--- src/ipc_pkg.sv ---
// Shared types and constants for the irrigation pump controller.
// Used by the register bank, the controller core, the result register and the top level.
package ipc_pkg;

  // Default counter width for the millisecond counters
  localparam int unsigned COUNT_WIDTH_DEFAULT = 24;

  // Field and register widths
  localparam int unsigned MOIST_W   = 7;
  localparam int unsigned CMD_W     = 8;
  localparam int unsigned TIME_W    = 24;
  localparam int unsigned CFG_IDX_W = 8;

  // Reset values of the configuration registers
  localparam logic [MOIST_W-1:0] THRESHOLD_RESET = 7'd40;
  localparam logic [TIME_W-1:0]  WATERING_RESET  = 24'd5000;
  localparam logic [TIME_W-1:0]  COOLDOWN_RESET  = 24'd10000;
  localparam logic [TIME_W-1:0]  INTERVAL_RESET  = 24'd1000;

  // Configuration register indexes
  localparam logic [CFG_IDX_W-1:0] REG_THRESHOLD = 8'd0;
  localparam logic [CFG_IDX_W-1:0] REG_WATERING  = 8'd1;
  localparam logic [CFG_IDX_W-1:0] REG_COOLDOWN  = 8'd2;
  localparam logic [CFG_IDX_W-1:0] REG_INTERVAL  = 8'd3;

  // Item kinds
  localparam logic FUNC_TICK    = 1'b0;
  localparam logic FUNC_COMMAND = 1'b1;

  // Master command codes
  localparam logic [CMD_W-1:0] CMD_OFF  = 8'h00;
  localparam logic [CMD_W-1:0] CMD_ON   = 8'h01;
  localparam logic [CMD_W-1:0] CMD_AUTO = 8'h02;

  // Current configuration as seen by the core
  typedef struct packed {
    logic [MOIST_W-1:0] moisture_threshold;
    logic [TIME_W-1:0]  watering_ms;
    logic [TIME_W-1:0]  cooldown_ms;
    logic [TIME_W-1:0]  read_interval_ms;
  } cfg_t;

  // One result word
  typedef struct packed {
    logic               pump_on;
    logic               manual_mode;
    logic               report_valid;
    logic [MOIST_W-1:0] report_moisture;
    logic               report_pump;
  } result_t;

endpackage

--- src/ipc_cfg_regs.sv ---
// Configuration register bank for the irrigation pump controller.
// Depends on ipc_pkg for register indexes, widths and reset values.
module ipc_cfg_regs (
  input  logic                      clk,
  input  logic                      rst,
  input  logic                      cfg_valid,
  output logic                      cfg_ready,
  input  logic [ipc_pkg::CFG_IDX_W-1:0] cfg_index,
  input  logic [ipc_pkg::TIME_W-1:0]    cfg_data,
  output ipc_pkg::cfg_t             cfg
);
  import ipc_pkg::*;

  cfg_t regs;

  // Take a write word in every cycle
  assign cfg_ready = 1'b1;
  assign cfg      = regs;

  // Write the addressed register; drop writes beyond the list
  always_ff @(posedge clk) begin
    if (rst) begin
      regs.moisture_threshold <= THRESHOLD_RESET;
      regs.watering_ms        <= WATERING_RESET;
      regs.cooldown_ms        <= COOLDOWN_RESET;
      regs.read_interval_ms   <= INTERVAL_RESET;
    end else if (cfg_valid) begin
      case (cfg_index)
        REG_THRESHOLD: regs.moisture_threshold <= cfg_data[MOIST_W-1:0];
        REG_WATERING:  regs.watering_ms        <= cfg_data;
        REG_COOLDOWN:  regs.cooldown_ms        <= cfg_data;
        REG_INTERVAL:  regs.read_interval_ms   <= cfg_data;
        default: ;
      endcase
    end
  end

endmodule

--- src/ipc_core.sv ---
// Controller core: mode, watering, cooldown and read counters, updated once per word.
// Depends on ipc_pkg for command codes, the configuration struct and the result struct.
module ipc_core #(
  parameter int unsigned COUNT_WIDTH = ipc_pkg::COUNT_WIDTH_DEFAULT
) (
  input  logic                        clk,
  input  logic                        rst,
  input  logic                        step,
  input  logic                        func,
  input  logic [ipc_pkg::CMD_W-1:0]   command_code,
  input  logic [ipc_pkg::MOIST_W-1:0] moisture_percent,
  input  ipc_pkg::cfg_t               cfg,
  output ipc_pkg::result_t            result
);
  import ipc_pkg::*;

  localparam logic [32:0] CNT_MAX33 = (33'd1 << COUNT_WIDTH) - 33'd1;
  localparam logic [COUNT_WIDTH-1:0] CNT_ONE = {{(COUNT_WIDTH-1){1'b0}}, 1'b1};

  // Clamp a configured time to the counter range
  function automatic logic [COUNT_WIDTH-1:0] clamp_cnt(input logic [TIME_W-1:0] v);
    logic [32:0] ext;
    ext = {{(33-TIME_W){1'b0}}, v};
    return (ext > CNT_MAX33) ? CNT_MAX33[COUNT_WIDTH-1:0] : ext[COUNT_WIDTH-1:0];
  endfunction

  // Saturating increment
  function automatic logic [COUNT_WIDTH-1:0] inc_sat(input logic [COUNT_WIDTH-1:0] v);
    return (v == '1) ? v : v + CNT_ONE;
  endfunction

  logic                   manual_flag, manual_flag_next;
  logic                   manual_pump, manual_pump_next;
  logic                   watering_flag, watering_flag_next;
  logic [COUNT_WIDTH-1:0] watering_elapsed, watering_elapsed_next;
  logic [COUNT_WIDTH-1:0] cooldown_left, cooldown_left_next;
  logic [COUNT_WIDTH-1:0] since_read, since_read_next;
  logic [MOIST_W-1:0]     report_moisture_reg, report_moisture_reg_next;
  logic                   report_pump_reg, report_pump_reg_next;
  logic                   refreshed;
  logic [COUNT_WIDTH-1:0] interval_c, watering_c, cooldown_c;

  assign interval_c = clamp_cnt(cfg.read_interval_ms);
  assign watering_c = clamp_cnt(cfg.watering_ms);
  assign cooldown_c = clamp_cnt(cfg.cooldown_ms);

  // Work out the next state for the current word
  always_comb begin
    manual_flag_next         = manual_flag;
    manual_pump_next         = manual_pump;
    watering_flag_next       = watering_flag;
    watering_elapsed_next    = watering_elapsed;
    cooldown_left_next       = cooldown_left;
    since_read_next          = since_read;
    report_moisture_reg_next = report_moisture_reg;
    report_pump_reg_next     = report_pump_reg;
    refreshed                = 1'b0;

    if (func == FUNC_COMMAND) begin
      if (command_code == CMD_AUTO) begin
        // Leaving manual mode drops any watering and cooldown
        if (manual_flag) begin
          watering_flag_next = 1'b0;
          cooldown_left_next = '0;
        end
        manual_flag_next = 1'b0;
      end else if (command_code == CMD_ON || command_code == CMD_OFF) begin
        manual_flag_next = 1'b1;
        manual_pump_next = (command_code == CMD_ON);
      end
    end else begin
      // Advance the counters by one millisecond
      if (cooldown_left != '0) cooldown_left_next = cooldown_left - CNT_ONE;
      if (watering_flag) watering_elapsed_next = inc_sat(watering_elapsed);
      since_read_next = inc_sat(since_read);

      // Evaluate moisture and publish a report
      if (since_read_next >= interval_c) begin
        since_read_next = '0;
        if (!manual_flag && !watering_flag &&
            moisture_percent < cfg.moisture_threshold &&
            cooldown_left_next == '0) begin
          watering_flag_next    = 1'b1;
          watering_elapsed_next = '0;
        end
        report_moisture_reg_next = moisture_percent;
        report_pump_reg_next     = manual_flag ? manual_pump : watering_flag_next;
        refreshed                = 1'b1;
      end

      // End the watering and load the cooldown; this report wins
      if (!manual_flag && watering_flag_next && watering_elapsed_next >= watering_c) begin
        watering_flag_next       = 1'b0;
        cooldown_left_next       = cooldown_c;
        report_moisture_reg_next = moisture_percent;
        report_pump_reg_next     = 1'b0;
        refreshed                = 1'b1;
      end
    end

    result.pump_on         = manual_flag_next ? manual_pump_next : watering_flag_next;
    result.manual_mode     = manual_flag_next;
    result.report_valid    = refreshed;
    result.report_moisture = report_moisture_reg_next;
    result.report_pump     = report_pump_reg_next;
  end

  // Hold state; advance on each accepted word
  always_ff @(posedge clk) begin
    if (rst) begin
      manual_flag         <= 1'b0;
      manual_pump         <= 1'b0;
      watering_flag       <= 1'b0;
      watering_elapsed    <= '0;
      cooldown_left       <= '0;
      since_read          <= '0;
      report_moisture_reg <= '0;
      report_pump_reg     <= 1'b0;
    end else if (step) begin
      manual_flag         <= manual_flag_next;
      manual_pump         <= manual_pump_next;
      watering_flag       <= watering_flag_next;
      watering_elapsed    <= watering_elapsed_next;
      cooldown_left       <= cooldown_left_next;
      since_read          <= since_read_next;
      report_moisture_reg <= report_moisture_reg_next;
      report_pump_reg     <= report_pump_reg_next;
    end
  end

endmodule

--- src/ipc_out_reg.sv ---
// Result register with valid and ready for the irrigation pump controller.
// Depends on ipc_pkg for the result struct.
module ipc_out_reg (
  input  logic             clk,
  input  logic             rst,
  input  logic             load,
  input  ipc_pkg::result_t result_in,
  output logic             can_load,
  output logic             out_valid,
  input  logic             out_ready,
  output ipc_pkg::result_t result_out
);
  import ipc_pkg::*;

  result_t data;

  // Free when empty or when the held word leaves this cycle
  assign can_load   = !out_valid || out_ready;
  assign result_out = data;

  // Track occupancy
  always_ff @(posedge clk) begin
    if (rst) begin
      out_valid <= 1'b0;
    end else if (load) begin
      out_valid <= 1'b1;
    end else if (out_ready) begin
      out_valid <= 1'b0;
    end
  end

  // Capture the payload
  always_ff @(posedge clk) begin
    if (load) data <= result_in;
  end

endmodule

--- src/irrigation_pump_controller.sv ---
// Irrigation pump controller. Each input word is a one millisecond tick carrying the
// moisture percent, or a master command; each produces exactly one result word. The block
// takes one word per cycle: the core updates its counters in the cycle of acceptance and
// the result lands in a single output register, so a new word is taken whenever that
// register is empty or is being emptied in the same cycle.
// Configuration writes are taken every cycle; indexes beyond the list are dropped.
module irrigation_pump_controller #(
  parameter int unsigned COUNT_WIDTH = ipc_pkg::COUNT_WIDTH_DEFAULT
) (
  input  logic                          clk,
  input  logic                          rst,
  input  logic                          in_valid,
  output logic                          in_ready,
  input  logic                          func,
  input  logic [ipc_pkg::CMD_W-1:0]     command_code,
  input  logic [ipc_pkg::MOIST_W-1:0]   moisture_percent,
  output logic                          out_valid,
  input  logic                          out_ready,
  output logic                          pump_on,
  output logic                          manual_mode,
  output logic                          report_valid,
  output logic [ipc_pkg::MOIST_W-1:0]   report_moisture,
  output logic                          report_pump,
  input  logic                          cfg_valid,
  output logic                          cfg_ready,
  input  logic [ipc_pkg::CFG_IDX_W-1:0] cfg_index,
  input  logic [ipc_pkg::TIME_W-1:0]    cfg_data
);
  import ipc_pkg::*;

  cfg_t    cfg;
  result_t core_result;
  result_t held;
  logic    step;

  assign step = in_valid && in_ready;

  ipc_cfg_regs u_cfg (
    .clk       (clk),
    .rst       (rst),
    .cfg_valid (cfg_valid),
    .cfg_ready (cfg_ready),
    .cfg_index (cfg_index),
    .cfg_data  (cfg_data),
    .cfg       (cfg)
  );

  ipc_core #(
    .COUNT_WIDTH (COUNT_WIDTH)
  ) u_core (
    .clk              (clk),
    .rst              (rst),
    .step             (step),
    .func             (func),
    .command_code     (command_code),
    .moisture_percent (moisture_percent),
    .cfg              (cfg),
    .result           (core_result)
  );

  ipc_out_reg u_out (
    .clk        (clk),
    .rst        (rst),
    .load       (step),
    .result_in  (core_result),
    .can_load   (in_ready),
    .out_valid  (out_valid),
    .out_ready  (out_ready),
    .result_out (held)
  );

  // Unpack the result word onto the ports
  assign pump_on         = held.pump_on;
  assign manual_mode     = held.manual_mode;
  assign report_valid    = held.report_valid;
  assign report_moisture = held.report_moisture;
  assign report_pump     = held.report_pump;

endmodule

--- config.mk ---
export PLATFORM = sky130hd
export DESIGN_NAME = irrigation_pump_controller
export DESIGN_NICKNAME = d
export VERILOG_FILES = /design/src/ipc_pkg.sv /design/src/ipc_cfg_regs.sv /design/src/ipc_core.sv /design/src/ipc_out_reg.sv /design/src/irrigation_pump_controller.sv
export SDC_FILE = /design/constraint.sdc
export NUM_CORES = 1
export LEC_CHECK = 0
export ABC_AREA = 1
export BUFFER_PORTS_ARGS = -buffer_cell sky130_fd_sc_hd__buf_2
export CORE_MARGIN = 2
export CORE_UTILIZATION = 40
export CTS_BUF_LIST = sky130_fd_sc_hd__clkbuf_16
export CTS_CLUSTER_SIZE = 24
export DETAILED_ROUTE_END_ITERATION = 10
export PLACE_DENSITY = 0.58
export SYNTH_ARGS = -nofsm -noshare
export SYNTH_HDL_FRONTEND = slang
export SYNTH_SLANG_ARGS = --single-unit
--- constraint.sdc ---
create_clock -name clk -period 6.5 [get_ports clk]
set_input_delay 0 -clock clk [delete_from_list [all_inputs] [get_ports clk]]
set_output_delay 0 -clock clk [all_outputs]
set_load 0.1 [all_outputs]
# Word-level counts from Yosys, hierarchy flattened
# Index checks and enable logic that the tools add are counted.
[word_totals] register_bits=174 in_bits=53 out_inout_bits=14 elab_cells=94
[op_classes] add_sub_neg=3 n_lt_le_gt_ge=3 eq_ne=9 muxes=38 bitwise_logic=1 n_reduce_logical=22
[ops] op="2-to-1 mux 24 bit" count=13
[ops] op="adder 24 x 1 -> 24 bit, second input constant" count=2
[ops] op="== test 24 bit, second input constant" count=2
[ops] op=">= comparator 24 bit" count=2
[ops] op="== test 8 x 2 -> 1 bit, second input constant" count=3
[ops] op="logical NOT 24 bit" count=1
[ops] op="nonzero test 24 bit" count=1
[ops] op="subtractor 24 x 1 -> 24 bit, second input constant" count=1
[ops] op="2-to-1 mux 1 bit" count=22
[ops] op="2-to-1 mux 7 bit" count=3
[ops] op="== test 8 x 1 -> 1 bit, second input constant" count=2
[ops] op="logical NOT 8 bit" count=2
[ops] op="AND reduction 2 bit" count=5
[ops] op="less-than comparator 7 bit" count=1
[ops] op="logical AND 1 bit" count=6
[ops] op="!= test 2 x 1 -> 1 bit, second input constant" count=2
[ops] op="logical NOT 1 bit" count=3
[ops] op="AND reduction 3 bit" count=1
[ops] op="logical OR 1 bit" count=2
[ops] op="nonzero test 2 bit" count=1
[ops] op="NOT 1 bit" count=1

# Longest topological paths before layout
[logic_depth] ltp_word=13 ltp_mapped=40 depth_no_buf=39

# By module
# From an unflattened synthesis, not the netlist that was laid out.
[hier_totals] cells_unflattened=1667 hier_area_um2=11073.1
[by_module_without_submodules] module="ipc_core" instances=1 cells_per_inst=1188 area_each_um2=7364.6 seq_area_each_um2=1661.6
[by_module_without_submodules] module="ipc_cfg_regs" instances=1 cells_per_inst=461 area_each_um2=3328.2 seq_area_each_um2=1581.5
[by_module_without_submodules] module="ipc_out_reg" instances=1 cells_per_inst=16 area_each_um2=372.9 seq_area_each_um2=350.3
[by_module_without_submodules] module="irrigation_pump_controller" instances=1 cells_per_inst=2 area_each_um2=7.5 seq_area_each_um2=0.0

# Worst setup path after synthesis
# Ideal clock, no wire load.
[synth_path] path_type="register -> register" from="register u_core.since_read[0]" to="register u_core.cooldown_left[11]" setup_time_ns=0.132 arrival_ns=4.783 required_time_ns=6.368 setup_slack_ns=1.585 stages_incl_launch_ff=38 path_buffers=2 period_less_slack_ns=4.915 cell_sequence="dfxtp_1 -> ha_1 -> nand2_1 -> nor3_1 -> nand4_1 -> nor2_1 -> nor4_2 -> nand3_1 -> nor2_1 -> nand2_1 -> nor2_1 -> nand2_1 -> nand2_1 -> nand2_1 -> ha_1 -> nand4_1 -> inv_1 -> nand4_1 -> (+2 left out) -> nand4_1 -> nand3_4 -> buf_1 -> nand2_1 -> inv_1 -> ha_1 -> nand2_1 -> inv_1 -> nand3_1 -> nor3_1 -> nand4_1 -> nand4_1 -> nand2_1 -> inv_1 -> clkbuf_1 -> nand3b_1 -> nand3_1 -> a21oi_1"
[synth_via] elab_chain_len=9 word_cells_on_any_way=13 classes_between="add/sub: 1; order compare: 2; eq/ne: 1; mux: 7; reduce/logical: 2"
[synth_lines] item="from (decl)" line_no="ipc_core.sv:37" rtl="logic [COUNT_WIDTH-1:0] since_read, since_read_next;"
[synth_lines] item="from (signal assigned)" line_no="ipc_core.sv:125" rtl="since_read <= since_read_next;"
[synth_lines] item="adder 24 x 1 -> 24 bit / == test 24 bit (equally long branches)" line_no="ipc_core.sv:29" rtl="return (v == '1) ? v : v + CNT_ONE;"
[synth_lines] item="2-to-1 mux 24 bit (*)" line_no="ipc_core.sv:29"
[synth_lines] item=">= comparator 24 bit (*)" line_no="ipc_core.sv:78" rtl="if (since_read_next >= interval_c) begin"
[synth_lines] item="2-to-1 mux 24 bit / 2-to-1 mux 1 bit (equally long branches)" line_no="ipc_core.sv:78"
[synth_lines] item="2-to-1 mux 24 bit / 2-to-1 mux 1 bit (equally long branches)" line_no="ipc_core.sv:59" rtl="if (func == FUNC_COMMAND) begin"
[synth_lines] item=">= comparator 24 bit / logical AND 1 bit (equally long branches)" line_no="ipc_core.sv:92" rtl="if (!manual_flag && watering_flag_next && watering_elapsed_next >= watering_c) begin"
[synth_lines] item="logical AND 1 bit (*)" line_no="ipc_core.sv:92"
[synth_lines] item="2-to-1 mux 24 bit (*)" line_no="ipc_core.sv:92"
[synth_lines] item="2-to-1 mux 24 bit (*)" line_no="ipc_core.sv:59"
[synth_lines] item="to (signal assigned)" line_no="ipc_core.sv:124" rtl="cooldown_left <= cooldown_left_next;"
[synth_lines] item="to (decl)" line_no="ipc_core.sv:36" rtl="logic [COUNT_WIDTH-1:0] cooldown_left, cooldown_left_next;"
# Every way passes the cells marked *; elsewhere a longest branch is shown, timed or not. The select of a mux whose other input is x is not followed.
# A chain may end at the register's enable or synchronous reset.

==> impl.org <==
** Layout
- Combined area of the multi-input logic cells :: 0.00555 mm^2
- Final Core Density :: a little under half
- At the end of the flow, the number of nets in the layout was ~1700.
- Compared with the post-synthesis result, the final layout area differs by 15.0%.
- Sequential cell area :: between 0.003 and 0.004 mm^2
- Fillers :: approximately 2600
- Cells with a size suffix above 1 make up under 10% of the layout.
- Largest register FFs :: between 70 and 80
- Antenna diode count :: 0

** Logic synthesis
- The cell count after synthesis came out at approximately 1500.
- Cell variety after synth :: between 40 and 50
- Top cell types by occurrence after synthesis :: sky130_fd_sc_hd__nand2_1, sky130_fd_sc_hd__inv_1, sky130_fd_sc_hd__a21oi_1, sky130_fd_sc_hd__dfxtp_1, sky130_fd_sc_hd__o21ai_0
- In this run, synthesis inferred 11 flip-flops with an integrated enable.
- Avg Synthesized Cell Area :: about 7 um^2
- In this run the biggest area consumer among cell types represents about 32% of the synthesized area.
- The synthesized netlist occupies a cell area of 0.0102 mm^2.
- Flip-flop and latch count after synthesis :: around 170
- The number of nets handed over by synthesis was roughly 1600.
- Yosys printed 0 warnings.
- Main flop type after synthesis :: sky130_fd_sc_hd__dfxtp_1
- Summing the sequential cell areas from Yosys gives about a third of the chip area.
- By area the synthesized netlist is led by sky130_fd_sc_hd__dfxtp_1, sky130_fd_sc_hd__nand2_1, sky130_fd_sc_hd__a21oi_1.
- For this run, asynchronously set or reset flops after synthesis account for 0%.
- Largest area contributor in the netlist :: sky130_fd_sc_hd__dfxtp_1
- sky130_fd_sc_hd__nand2_1 is the most common cell in the netlist.

** Worst setup path
- Type of origin of the critical path :: flop
- Cell with the largest stage delay on the worst path :: sky130_fd_sc_hd__dfxtp_1
- Critical Setup Path Class :: flop to flop
- Arrival time worst endpoint :: ~5900 ps
- Top cell by count, worst path :: sky130_fd_sc_hd__inv_1
- Largest stage delay, worst path :: 400 ps
- Worst setup EP type :: flop
- Required @ worst endpoint :: between 6000 and 7000 ps
- Largest driver fanout on the critical path :: 28

** STA
- Final Setup Violations :: 0
- RSZ-0062 raised after global routing :: false
- Setup total negative slack on the finished layout was measured at 0 ps.
- In the finished design, the share of the clock period the worst path needs comes to roughly 88%.
- The clock period could shrink to about 5700 ps.
- On the final layout, the worst clock skew is ~15 ps.
- Static timing analysis puts the maximum clock frequency at 174 MHz.
- Worst-Margin Slew :: ~1000 ps
- The worst pin sits at a relative slew slack of between 30 and 40%.
- Hold Violations, Final :: 0
- The final count of pins violating max slew was 0.
- Final setup margin :: roughly 760 ps

** Placement
- Weighted congestion at the end of routability-driven global placement :: approximately 0.86
- Before CTS, the worst setup slack after placement is 638 ps.
- The count of buffers added on input and output ports is 65.
- HPWL Detailed :: about 20 mm

** Routing
- Number of vias per cell :: just under 5
- In this run the remaining antenna-violating nets after routing total 0.
- Via count :: approximately 9400
- The first TritonRoute pass finished after 5 iterations.
- Wire length per cell :: approximately 14 um
- Wires add up to between 20 and 30 mm.
- Detailed router's first-iteration violation count :: 580
- DRC violation count after routing :: 0

** Global route
- Largest net degree at the start of global routing :: between 70 and 80
- The total overflow left after global routing is 0.
- Vias in the first global route :: 8672
- Number of antenna violations at the first check in global routing :: 0
- For this run, the total global-route usage over all layers was measured as between 20% and 30%.
- The first global-routing pass estimated between 40 and 50 mm of wire.

** Clocking
- TritonCTS Buffers :: 17
- No sink is reached through more buffers than the 2 on the longest clock path.
- Clock sinks :: 174
- CTS Root Cell :: sky130_fd_sc_hd__clkbuf_16
- After clock tree synthesis, the clock-pin slew on the worst setup and hold paths is approximately 80 ps.
- CTS HTree Levels :: 4
- Clock tree from TritonCTS :: done
- Clock latency on the worst-skew pair :: 440 ps

** Run
- The tool flagged a number of max-cap violations equal to 0.

** Power
- Largest vdd supply drop :: 0.366 mV
- For this design the static power due to leakage is between 5 and 6 nW.
- Dividing total power by cell area gives a power density of ~380 mW/mm^2.

** Die
- Measured along the y axis, the die boundary spans 164 um.
- The die covers 0.0267 mm^2.
- Die width :: approximately 160 um
- Boundary Pins :: 67
- Placement row count :: 58
- Initial core utilization :: between 40% and 50%
- After floorplanning, the core was sized to cover between 0.02 and 0.03 mm^2.

** Run status
- The flow ran to the end, and the final reports show no timing, DRC or antenna violations.

** Hold path
- The tightest min-delay check is of the input pin to flop type.
## path summary, 6_finish.rpt
kind	startpoint	to	slack [ps]	cells past startpoint
min reg2reg	u_cfg.cfg[32]	u_cfg.cfg[32]	470	2
min	in_valid	u_core.manual_flag	30	4
max reg2reg	u_core.since_read[0]	u_out.result_out[4]	760	34
max	u_core.since_read[0]	u_out.result_out[4]	760	34
## timing repair
action / in CTS / in global routing
endpoints found under the hold margin: 93 / 0
setup endpoints to repair: 0 / 40
setup buffers: 0 / 2
hold buffers: 34 / 0
resized for setup: 0 / 1
## critical path: cells and delay by family, from the launching register on
| family | cells | cell delay (ps) |
|---|---|---|
| buf+inv | 7 | 750 |
| fa+ha+maj | 3 | 810 |
| flops | 1 | 400 |
| xor+xnor | 1 | 150 |
| simple gates | 23 | 3350 |
## cells in the final DEF (no fill, tap or decap), types with 2 or more instances in the layout
master,instances
sky130_fd_sc_hd__a21oi_1,180
sky130_fd_sc_hd__buf_2,65
sky130_fd_sc_hd__buf_4,11
sky130_fd_sc_hd__clkbuf_16,17
sky130_fd_sc_hd__clkinv_1,2
sky130_fd_sc_hd__clkinv_4,2
sky130_fd_sc_hd__clkinvlp_4,2
sky130_fd_sc_hd__dfxtp_1,163
sky130_fd_sc_hd__dlygate4sd3_1,34
sky130_fd_sc_hd__edfxtp_1,11
sky130_fd_sc_hd__ha_1,57
sky130_fd_sc_hd__inv_1,210
sky130_fd_sc_hd__inv_2,2
sky130_fd_sc_hd__inv_6,4
sky130_fd_sc_hd__inv_8,5
sky130_fd_sc_hd__nand2_1,323
sky130_fd_sc_hd__nand2_2,10
sky130_fd_sc_hd__nand2_4,2
sky130_fd_sc_hd__nand2_8,2
sky130_fd_sc_hd__nand3_1,80
sky130_fd_sc_hd__nand3_2,2
sky130_fd_sc_hd__nand3_4,2
sky130_fd_sc_hd__nand3b_1,29
sky130_fd_sc_hd__nand4_1,22
sky130_fd_sc_hd__nor2_1,93
sky130_fd_sc_hd__nor2_2,14
sky130_fd_sc_hd__nor2_4,6
sky130_fd_sc_hd__nor3_1,18
sky130_fd_sc_hd__nor4_1,5
sky130_fd_sc_hd__o211ai_1,7
sky130_fd_sc_hd__o21ai_0,123
sky130_fd_sc_hd__o21ai_1,4
sky130_fd_sc_hd__o21ai_2,3
sky130_fd_sc_hd__xnor2_1,11
sky130_fd_sc_hd__xor2_1,32
## per-layer routing
layer  wire, um  global-route usage (%)  vias to the layer above
li1           -                       -                     4954
met1      13500                    29.1                     4243
met2      12000                    32.5                      196
met3       1160                    3.10                       22
met4        458                    5.90                        0
met5          0                       0                        -
## where the power goes
group / total [W] / switching, W / internal, W
sequential: 0.00126 / 0.000103 / 0.00116
clock: 0.00104 / 0.000492 / 0.000550
combinational: 0.00209 / 0.00139 / 0.000701
total: 0.00440 / 0.00199 / 0.00241
## final cells by class
class | instances | area share, %
clock inverter | 15 | 1.45
clock buffer | 17 | 3.63
inverter | 214 | 6.86
multi-input combinational | 1034 | 47.4
tap | 330 | 3.53
sequential | 174 | 30.7
timing repair buffer | 110 | 6.39
## cell families after synthesis
family	after synthesis	share of synthesized area (%)
AND/OR/NAND/NOR	610	27.2
buffers and inverters	273	10.4
XOR/XNOR	43	3.70
other	1	0.0369
AO/OA/AOI/OAI	321	16.2
flip-flops	174	35.3
multiplexers	1	0.0984
adder cells (fa/ha/maj)	57	7.01
## through the flow
stage | hold WS [ps] | std cells | area (um^2) | power, W
6_report | 34.0 | 1894 | 11700 | 0.00440
5_1_grt | 59.7 | 1894 | 11700 | 0.00477
4_1_cts | 17.1 | 1891 | 11700 | 0.00440
3_5_place_dp | 267 | 1825 | 10700 | 0.00333
3_3_place_gp | 265 | 1825 | 10700 | 0.00334
2_1_floorplan | 126 | 1480 | 10200 | 0.00292
(Power assumes the default switching activity.)
